## src/hw/rtl/emvt_pkg.sv

```systemverilog
// Shared types and constants for the multi-turn encoder velocity tracker
`timescale 1ns / 1ps
`default_nettype none

package emvt_pkg;

    localparam int WINDOW_DEPTH = 5;

    localparam int ANGLE_W    = 13;
    localparam int TURN_W     = 32;
    localparam int POS_W      = 45;
    localparam int DELTA_W    = 14;
    localparam int SPEED_W    = 16;
    localparam int CURRENT_W  = 16;
    localparam int TEMP_W     = 8;
    localparam int VEL_W      = 32;
    localparam int HALF_TURN  = 4096;
    localparam int FULL_TURN  = 8192;

    localparam int FILL_W = $clog2(WINDOW_DEPTH + 1);
    localparam int HEAD_W = (WINDOW_DEPTH > 1) ? $clog2(WINDOW_DEPTH) : 1;
    localparam int WT_W   = $clog2(WINDOW_DEPTH * HALF_TURN + 1) + 2;

    localparam int SCALE_W = 15;
    localparam int NUM_W   = WT_W + SCALE_W;

    localparam int DIV_RADIX_BITS = 4;
    localparam int DIV_STEPS      = (NUM_W + DIV_RADIX_BITS - 1) / DIV_RADIX_BITS;
    localparam int DIV_W          = DIV_STEPS * DIV_RADIX_BITS;
    localparam int DIV_CNT_W      = (DIV_STEPS > 1) ? $clog2(DIV_STEPS) : 1;

    localparam int WOLD_W     = 17;
    localparam int WNEW_W     = 16;
    localparam int POLD_W     = VEL_W + WOLD_W;
    localparam int PNEW_W     = DIV_W + WNEW_W;
    localparam int FILT_W     = ((POLD_W > PNEW_W) ? POLD_W : PNEW_W) + 2;
    localparam int FRAC_SHIFT = 16;
    localparam int ROUND_HALF = 32768;

    localparam logic signed [DELTA_W-1:0] HALF_TURN_D = DELTA_W'(HALF_TURN);
    localparam logic signed [DELTA_W:0]   FULL_TURN_D = (DELTA_W + 1)'(FULL_TURN);
    localparam logic signed [SCALE_W-1:0] SCALE_K     = SCALE_W'(11250);
    localparam logic signed [WOLD_W-1:0]  W_OLD       = WOLD_W'(13107);
    localparam logic [WNEW_W-1:0]         W_NEW       = WNEW_W'(52429);
    localparam logic signed [VEL_W-1:0]   VEL_MAX     = {1'b0, {(VEL_W - 1){1'b1}}};
    localparam logic signed [VEL_W-1:0]   VEL_MIN     = {1'b1, {(VEL_W - 1){1'b0}}};

    typedef struct packed {
        logic [ANGLE_W-1:0]          raw_angle;
        logic signed [SPEED_W-1:0]   raw_speed;
        logic signed [CURRENT_W-1:0] raw_current;
        logic [TEMP_W-1:0]           raw_temperature;
    } frame_t;

    typedef struct packed {
        logic signed [POS_W-1:0]     total_position;
        logic signed [VEL_W-1:0]     smoothed_velocity;
        logic signed [SPEED_W-1:0]   speed_out;
        logic signed [CURRENT_W-1:0] current_out;
        logic [TEMP_W-1:0]           temperature_out;
    } result_t;

    typedef enum logic [2:0] {
        ST_IDLE,
        ST_UNWRAP,
        ST_SCALE,
        ST_ROUND,
        ST_DIVIDE,
        ST_WEIGHT,
        ST_FILTER
    } state_t;

    typedef struct packed {
        logic capture;
        logic unwrap;
        logic scale;
        logic round;
        logic div_step;
        logic weight;
        logic filter;
    } cmd_t;

    typedef struct packed {
        logic out_free;
    } status_t;

endpackage

`default_nettype wire

```

## src/hw/rtl/emvt_ctrl.sv

```systemverilog
// Sequencer for the capture, unwrap, scale, round, divide, weight and filter steps
`timescale 1ns / 1ps
`default_nettype none

module emvt_ctrl (
    input  logic              clk,
    input  logic              rst_n,
    input  logic              frame_valid,
    output logic              frame_ready,
    input  emvt_pkg::status_t status,
    output emvt_pkg::cmd_t    cmd
);
    import emvt_pkg::*;

    state_t                 state_reg;
    state_t                 state_next;
    logic [DIV_CNT_W-1:0]   cnt_reg;
    logic [DIV_CNT_W-1:0]   cnt_next;

    always_ff @(posedge clk or negedge rst_n)
    begin
        if (!rst_n)
        begin
            state_reg <= ST_IDLE;
            cnt_reg   <= '0;
        end
        else
        begin
            state_reg <= state_next;
            cnt_reg   <= cnt_next;
        end
    end

    always_comb
    begin
        state_next = state_reg;
        cnt_next   = '0;
        case (state_reg)
            ST_IDLE:
            begin
                if (frame_valid)
                begin
                    state_next = ST_UNWRAP;
                end
            end
            ST_UNWRAP:
            begin
                state_next = ST_SCALE;
            end
            ST_SCALE:
            begin
                state_next = ST_ROUND;
            end
            ST_ROUND:
            begin
                state_next = ST_DIVIDE;
            end
            ST_DIVIDE:
            begin
                if (cnt_reg == DIV_CNT_W'(DIV_STEPS - 1))
                begin
                    state_next = ST_WEIGHT;
                end
                else
                begin
                    cnt_next = cnt_reg + DIV_CNT_W'(1);
                end
            end
            ST_WEIGHT:
            begin
                state_next = ST_FILTER;
            end
            ST_FILTER:
            begin
                if (status.out_free)
                begin
                    state_next = ST_IDLE;
                end
            end
            default:
            begin
                state_next = ST_IDLE;
            end
        endcase
    end

    always_comb
    begin
        cmd         = '0;
        frame_ready = 1'b0;
        case (state_reg)
            ST_IDLE:
            begin
                frame_ready = 1'b1;
                cmd.capture = frame_valid;
            end
            ST_UNWRAP:
            begin
                cmd.unwrap = 1'b1;
            end
            ST_SCALE:
            begin
                cmd.scale = 1'b1;
            end
            ST_ROUND:
            begin
                cmd.round = 1'b1;
            end
            ST_DIVIDE:
            begin
                cmd.div_step = 1'b1;
            end
            ST_WEIGHT:
            begin
                cmd.weight = 1'b1;
            end
            ST_FILTER:
            begin
                cmd.filter = status.out_free;
            end
            default:
            begin
                cmd = '0;
            end
        endcase
    end

endmodule

`default_nettype wire

```

## src/hw/rtl/emvt_datapath.sv

```systemverilog
// Turn unwrap, delta window, iterative divider and velocity filter
`timescale 1ns / 1ps
`default_nettype none

module emvt_datapath (
    input  logic              clk,
    input  logic              rst_n,
    input  emvt_pkg::frame_t  frame_data,
    input  logic              cfg_valid,
    output logic              cfg_ready,
    input  logic              cfg_data,
    output logic              result_valid,
    input  logic              result_ready,
    output emvt_pkg::result_t result_data,
    input  emvt_pkg::cmd_t    cmd,
    output emvt_pkg::status_t status
);
    import emvt_pkg::*;

    // control state
    logic                       temp_absent_reg;
    logic [ANGLE_W-1:0]         prev_angle_reg;
    logic [ANGLE_W-1:0]         prev_angle_next;
    logic [TURN_W-1:0]          turn_reg;
    logic [TURN_W-1:0]          turn_next;
    logic [FILL_W-1:0]          fill_reg;
    logic [FILL_W-1:0]          fill_next;
    logic [HEAD_W-1:0]          head_reg;
    logic [HEAD_W-1:0]          head_next;
    logic signed [WT_W-1:0]     wt_reg;
    logic signed [WT_W-1:0]     wt_next;
    logic signed [VEL_W-1:0]    vel_reg;
    logic signed [VEL_W-1:0]    vel_next;
    logic                       result_valid_reg;
    logic                       result_valid_next;

    // payload
    frame_t                     frame_reg;
    frame_t                     frame_next;
    logic signed [DELTA_W-1:0]  win_reg [WINDOW_DEPTH];
    logic signed [NUM_W-1:0]    num_reg;
    logic signed [NUM_W-1:0]    num_next;
    logic                       neg_reg;
    logic                       neg_next;
    logic [DIV_W-1:0]           quo_reg;
    logic [DIV_W-1:0]           quo_next;
    logic [FILL_W-1:0]          rem_reg;
    logic [FILL_W-1:0]          rem_next;
    logic signed [POLD_W-1:0]   pold_reg;
    logic signed [POLD_W-1:0]   pold_next;
    logic [PNEW_W-1:0]          pnew_reg;
    logic [PNEW_W-1:0]          pnew_next;
    result_t                    result_reg;
    result_t                    result_next;

    // unwrap and window
    logic signed [DELTA_W-1:0]  jump;
    logic signed [DELTA_W:0]    delta_wide;
    logic signed [DELTA_W-1:0]  delta;
    logic signed [DELTA_W-1:0]  head_entry;
    logic [FILL_W:0]            idx_sum;
    logic [HEAD_W-1:0]          wr_idx;
    logic                       win_full;

    // divider and filter
    logic [NUM_W-1:0]           mag;
    logic [DIV_W-1:0]           q_step;
    logic [FILL_W-1:0]          r_step;
    logic [FILL_W:0]            part;
    logic signed [FILT_W-1:0]   pold_s;
    logic signed [FILT_W-1:0]   pnew_s;
    logic signed [FILT_W-1:0]   pnew_adj;
    logic signed [FILT_W-1:0]   sum;
    logic signed [FILT_W-1:0]   shifted;
    logic [FILT_W-VEL_W:0]      upper;

    assign cfg_ready       = 1'b1;
    assign result_valid    = result_valid_reg;
    assign result_data     = result_reg;
    assign status.out_free = !result_valid_reg || result_ready;

    always_comb
    begin
        jump       = $signed({1'b0, frame_reg.raw_angle}) - $signed({1'b0, prev_angle_reg});
        turn_next  = turn_reg;
        delta_wide = {jump[DELTA_W-1], jump};
        if (jump > HALF_TURN_D)
        begin
            turn_next  = turn_reg - TURN_W'(1);
            delta_wide = {jump[DELTA_W-1], jump} - FULL_TURN_D;
        end
        else if (jump < -HALF_TURN_D)
        begin
            turn_next  = turn_reg + TURN_W'(1);
            delta_wide = {jump[DELTA_W-1], jump} + FULL_TURN_D;
        end
        delta = delta_wide[DELTA_W-1:0];

        win_full   = (fill_reg == FILL_W'(WINDOW_DEPTH));
        head_entry = win_reg[head_reg];
        idx_sum    = (FILL_W + 1)'(head_reg) + (FILL_W + 1)'(fill_reg);
        if (idx_sum >= (FILL_W + 1)'(WINDOW_DEPTH))
        begin
            idx_sum = idx_sum - (FILL_W + 1)'(WINDOW_DEPTH);
        end
        wr_idx = win_full ? head_reg : idx_sum[HEAD_W-1:0];
    end

    always_comb
    begin
        frame_next      = frame_reg;
        prev_angle_next = prev_angle_reg;
        fill_next       = fill_reg;
        head_next       = head_reg;
        wt_next         = wt_reg;
        pold_next       = pold_reg;
        if (cmd.capture)
        begin
            frame_next = frame_data;
        end
        if (cmd.unwrap)
        begin
            prev_angle_next = frame_reg.raw_angle;
            pold_next       = vel_reg * W_OLD;
            if (win_full)
            begin
                wt_next = wt_reg
                          - {{(WT_W - DELTA_W){head_entry[DELTA_W-1]}}, head_entry}
                          + {{(WT_W - DELTA_W){delta[DELTA_W-1]}}, delta};
                head_next = (head_reg == HEAD_W'(WINDOW_DEPTH - 1)) ?
                            '0 : head_reg + HEAD_W'(1);
            end
            else
            begin
                wt_next   = wt_reg + {{(WT_W - DELTA_W){delta[DELTA_W-1]}}, delta};
                fill_next = fill_reg + FILL_W'(1);
            end
        end
    end

    always_comb
    begin
        num_next = num_reg;
        neg_next = neg_reg;
        quo_next = quo_reg;
        rem_next = rem_reg;
        mag      = num_reg[NUM_W-1] ? NUM_W'(-num_reg) : NUM_W'(num_reg);
        q_step   = quo_reg;
        r_step   = rem_reg;
        part     = '0;
        for (int i = 0; i < DIV_RADIX_BITS; i++)
        begin
            part   = {r_step, q_step[DIV_W-1]};
            q_step = {q_step[DIV_W-2:0], 1'b0};
            if (part >= {1'b0, fill_reg})
            begin
                part      = part - {1'b0, fill_reg};
                q_step[0] = 1'b1;
            end
            r_step = part[FILL_W-1:0];
        end
        if (cmd.scale)
        begin
            num_next = wt_reg * SCALE_K;
        end
        if (cmd.round)
        begin
            neg_next = num_reg[NUM_W-1];
            quo_next = DIV_W'(mag + NUM_W'(fill_reg >> 1));
            rem_next = '0;
        end
        if (cmd.div_step)
        begin
            quo_next = q_step;
            rem_next = r_step;
        end
    end

    always_comb
    begin
        pnew_next = pnew_reg;
        if (cmd.weight)
        begin
            pnew_next = quo_reg * W_NEW;
        end
        pold_s   = FILT_W'(pold_reg);
        pnew_s   = $signed({{(FILT_W - PNEW_W){1'b0}}, pnew_reg});
        pnew_adj = neg_reg ? -pnew_s : pnew_s;
        sum      = pold_s + pnew_adj + FILT_W'(ROUND_HALF);
        shifted  = sum >>> FRAC_SHIFT;
        upper    = shifted[FILT_W-1:VEL_W-1];
        if ((&upper) || !(|upper))
        begin
            vel_next = shifted[VEL_W-1:0];
        end
        else if (shifted[FILT_W-1])
        begin
            vel_next = VEL_MIN;
        end
        else
        begin
            vel_next = VEL_MAX;
        end
        if (!cmd.filter)
        begin
            vel_next = vel_reg;
        end

        result_next                   = result_reg;
        result_next.total_position    = $signed({turn_reg, prev_angle_reg});
        result_next.smoothed_velocity = vel_next;
        result_next.speed_out         = frame_reg.raw_speed;
        result_next.current_out       = frame_reg.raw_current;
        result_next.temperature_out   = temp_absent_reg ? '0 : frame_reg.raw_temperature;
        if (!cmd.filter)
        begin
            result_next = result_reg;
        end

        result_valid_next = result_valid_reg;
        if (cmd.filter)
        begin
            result_valid_next = 1'b1;
        end
        else if (result_ready)
        begin
            result_valid_next = 1'b0;
        end
    end

    always_ff @(posedge clk or negedge rst_n)
    begin
        if (!rst_n)
        begin
            temp_absent_reg  <= 1'b0;
            prev_angle_reg   <= '0;
            turn_reg         <= '0;
            fill_reg         <= '0;
            head_reg         <= '0;
            wt_reg           <= '0;
            vel_reg          <= '0;
            result_valid_reg <= 1'b0;
        end
        else
        begin
            if (cfg_valid && cfg_ready)
            begin
                temp_absent_reg <= cfg_data;
            end
            prev_angle_reg   <= prev_angle_next;
            if (cmd.unwrap)
            begin
                turn_reg <= turn_next;
            end
            fill_reg         <= fill_next;
            head_reg         <= head_next;
            wt_reg           <= wt_next;
            vel_reg          <= vel_next;
            result_valid_reg <= result_valid_next;
        end
    end

    always_ff @(posedge clk)
    begin
        frame_reg  <= frame_next;
        num_reg    <= num_next;
        neg_reg    <= neg_next;
        quo_reg    <= quo_next;
        rem_reg    <= rem_next;
        pold_reg   <= pold_next;
        pnew_reg   <= pnew_next;
        result_reg <= result_next;
        if (cmd.unwrap)
        begin
            win_reg[wr_idx] <= delta;
        end
    end

endmodule

`default_nettype wire

```

## src/hw/rtl/encoder_multiturn_velocity_tracker.sv

```systemverilog
// Top level of the multi-turn encoder tracker with smoothed velocity
//
// Channel   Direction  Payload               Transfer
// frame     in         emvt_pkg::frame_t     frame_valid && frame_ready
// result    out        emvt_pkg::result_t    result_valid && result_ready
// cfg       in         temperature_absent    cfg_valid && cfg_ready
//
// One frame is in work at a time; its result becomes valid at the end of the filter step,
// after the unwrap, scale, round, divide and weight steps; the divider retires four quotient
// bits per cycle. frame_ready is high only while idle, so no frame is taken mid-sequence.
// A finished result waits in an output register, so the next frame is taken while it is
// stalled; the following result holds in the filter step until that register frees.
// cfg_ready is always high. Reset clears the turn count, window fill and filter state.
`timescale 1ns / 1ps
`default_nettype none

module encoder_multiturn_velocity_tracker (
    input  logic              clk,
    input  logic              rst_n,
    input  logic              frame_valid,
    output logic              frame_ready,
    input  emvt_pkg::frame_t  frame_data,
    output logic              result_valid,
    input  logic              result_ready,
    output emvt_pkg::result_t result_data,
    input  logic              cfg_valid,
    output logic              cfg_ready,
    input  logic              cfg_data
);
    import emvt_pkg::*;

    cmd_t    cmd;
    status_t status;

    emvt_ctrl u_ctrl (
        .clk         (clk),
        .rst_n       (rst_n),
        .frame_valid (frame_valid),
        .frame_ready (frame_ready),
        .status      (status),
        .cmd         (cmd)
    );

    emvt_datapath u_datapath (
        .clk          (clk),
        .rst_n        (rst_n),
        .frame_data   (frame_data),
        .cfg_valid    (cfg_valid),
        .cfg_ready    (cfg_ready),
        .cfg_data     (cfg_data),
        .result_valid (result_valid),
        .result_ready (result_ready),
        .result_data  (result_data),
        .cmd          (cmd),
        .status       (status)
    );

endmodule

`default_nettype wire

```

## config.mk

```make
export PLATFORM = sky130hd
export DESIGN_NAME = encoder_multiturn_velocity_tracker
export DESIGN_NICKNAME = d
export VERILOG_FILES = /design/src/hw/rtl/emvt_pkg.sv /design/src/hw/rtl/emvt_ctrl.sv /design/src/hw/rtl/emvt_datapath.sv /design/src/hw/rtl/encoder_multiturn_velocity_tracker.sv
export SDC_FILE = /design/constraint.sdc
export NUM_CORES = 2
export LEC_CHECK = 0
export BUFFER_PORTS_ARGS = -buffer_cell sky130_fd_sc_hd__buf_2
export CORE_MARGIN = 4
export CORE_UTILIZATION = 55
export CTS_BUF_LIST = sky130_fd_sc_hd__clkbuf_8
export DETAILED_ROUTE_END_ITERATION = 7
export GPL_TIMING_DRIVEN = 0
export PLACE_DENSITY = 0.77
export SKIP_CTS_REPAIR_TIMING = 1
export SLEW_MARGIN = 20
export SYNTH_ARGS = -nofsm -noshare
export SYNTH_HDL_FRONTEND = slang
export SYNTH_SLANG_ARGS = --single-unit
```

## constraint.sdc

```tcl
create_clock -name clk -period 9.15 [get_ports clk]
set_input_delay 0 -clock clk [delete_from_list [all_inputs] [get_ports clk]]
set_output_delay 0 -clock clk [all_outputs]
set_load 0.05 [all_outputs]
```

==> out/metrics.yaml <==
die_width_um: 311
slew_headroom_pct: 12.4
yosys-top-cells-area: "edfxtp_1 (24%), fa_1 (20%), ha_1 (17%), inv_1 (7.0%), dfrtp_1 (5.4%)"
gr-usage-all-layers_pct: 24.6
final_cell_mix: "inv_1 (966), ha_1 (672), fa_1 (499)"
grt_overflow: 0
clk_root_buffer_cell: "clkbuf_8"
yosysWarnings: 0
finalNetCount: 6433
std_cell_rows: 110
clk_pin_slew_ps: 70
worst-path-max-fanout: 30
hold_violations: 0
clk_path_buf_depth: 3
syn_inst: 4812
vias: 36739
first_global_vias: 36844
synth_nets: 6042
slew_violations: 0
end_kind: "register"
worstMarginPinSlew_ps: 1300
async_flop_share_pct: 21.2
syn2layout_area_growth_pct: 11.4
ios: 179
startpoint_type: "register"
cap_violations: 0
ff2ff_path_depth: 25
ys.flop_type: "edfxtp_1"
vias_per_cell: 5.69
hold_depth: 2
wire_per_inst_um: 19.4
place_inst: 6179
cts.sink_count: 510
start_util_pct: 55.7
ant_nets: 0
die_y_um: 311
hold_path_startpoint: "frame_data[1]"
rsz0062_at_grt: "no"
netlist_area_um2: 50400
rrSetupSlack_ps: 960
top_layer: "met5"
cts_tree: "done"
period_needed_ps: 8190
fin_area_um2: 56100
antenna_found_initial: 3
post-route-util_pct: 62.0
ys_seq_elements: 510
port_buffers: 177
rr_startpoint: "u_datapath.frame_reg[40]"
grt_max_degree: 71
synth_top_cell_by_area: "edfxtp_1"
worstPathRequired_ps: 9780
avgSynthCellArea_um2: 10.5
finalWirelength_um: 125000
ys_types: 84
arrival_ps: 8830
drc: 0
synth-edff-count: 402
worstSkewPairLatency_ps: 780
gp_congestion: 0.942
final_common_cell: "inv_1"
cts_buffers: 86
met1_length_um: 49700
grt_pass1_wl_um: 192000
wl_met2_um: 61800
synth_seq_area_share_pct: 29.3
post-route-period-util_pct: 89.5
fin_skew_ps: 71.0
stdcell_count: 6454
largest_reg_flops: 117
fmax_mhz: 122
placed_area_um2: 53000
critPathKind: "reg -> reg"
fin_setup_tns_ps: 0
dp_hpwl_um: 95800
initialDrtViolationCount: 2998
dieArea_um2: 96500
drt_pass1_iterations: 5
hp-class: "in -> reg"
drive_gt1_share_pct: 7.71
htreeDepth: 3
core_area_um2: 90400
hold_path_end: "u_datapath.frame_reg[1]"
yosysTopAreaCellShare_pct: 24.0
r2r_end: "u_datapath.turn_reg[29]"
setup_viol_count_final: 0
status: "complete, no violations"
wl_met3_um: 8390
==> critical path: stages (launching register included) <==
cell and delay (ps):
edfxtp_1 390, inv_1 100, ha_1 190, inv_1 70, fa_1 420, a21o_1 210, a21oi_1 310, o21ai_0 190
a21oi_1 230, xnor2_1 390, nor4b_1 460, nand3b_1 180, o311ai_1 890, inv_2 570, ha_1 460, a21o_1 180
a41oi_1 340, a31oi_1 220, a31oi_1 360, o21ai_0 240, a2111oi_0 750, o31ai_1 260, nor2b_1 190, o21ai_0 170
o211ai_1 110, a21oi_1 200
==> routing by layer <==
layer	vias up	global-route usage, %
li1	17082	-
met1	17991	32.1
met2	1357	42.4
met3	307	4.24
met4	2	7.35
met5	-	0
==> worst max-delay path by stage <==
| stage | from | end | slack, ps | depth (start not counted) |
|---|---|---|---|---|
| 2_1_floorplan | u_datapath.pnew_reg[8] | u_datapath.result_data[58] | 2800 | 23 |
| 3_3_place_gp | u_ctrl.state_reg[2] | u_datapath.result_data[57] | 880 | 7 |
| 3_5_place_dp | u_datapath.frame_reg[40] | u_datapath.turn_reg[29] | 1160 | 25 |
| 4_1_cts | u_datapath.prev_angle_reg[0] | u_datapath.turn_reg[29] | 1110 | 24 |
| 5_1_grt | u_datapath.frame_reg[40] | u_datapath.turn_reg[29] | 370 | 25 |
| 6_report | u_datapath.frame_reg[40] | u_datapath.turn_reg[29] | 960 | 25 |
==> metrics by stage <==
stage / setup slack, ps / hold WS [ps]
2_1_floorplan: 2800 / -296
3_3_place_gp: 879 / 176
4_1_cts: 1110 / -877
5_1_grt: 374 / 3.65
3_5_place_dp: 1160 / -56.8
6_report: 957 / 37.1
==> synthesized netlist by cell type (37+ instances only) <==
cell / number
clkbuf_1: 62
edfxtp_1: 402
xor2_1: 125
xnor2_1: 231
nor2b_1: 37
nor2_1: 191
nor3_1: 65
a31oi_1: 56
inv_1: 945
ha_1: 672
nand3_1: 101
a21oi_1: 226
o31ai_1: 42
fa_1: 499
o21ai_0: 203
a21o_1: 103
nand2_1: 242
dfrtp_1: 108
nand2b_1: 37
==> kinds of logic (layout without fill, tap and decap cells) <==
logic type,after synthesis,count (layout),synth area share [%]
AOI/OAI and AO/OA,861,861,10.9
adders and majority gates,1171,1171,36.5
muxes,42,42,1.22
buffers and inverters,1025,1489,7.69
and+or+nand+nor,846,846,8.16
xor gates and xnor gates,356,356,6.19
other,1,3,0.00745
DFF,510,510,29.3
==> final cells by class <==
cell class / count / area, um^2
fill: 7032 / 34300
sequential: 510 / 14800
clock buffer: 95 / 1310
inverter: 946 / 3550
buffer: 79 / 327
clock inverter: 66 / 622
tap: 1176 / 1470
antenna: 2 / 5.00
multi-input combinational: 3277 / 31800
timing repair buffer: 303 / 2270
Power is not shown: default switching activity piles up to over one toggle a cycle in this logic, so the estimate is an artifact.
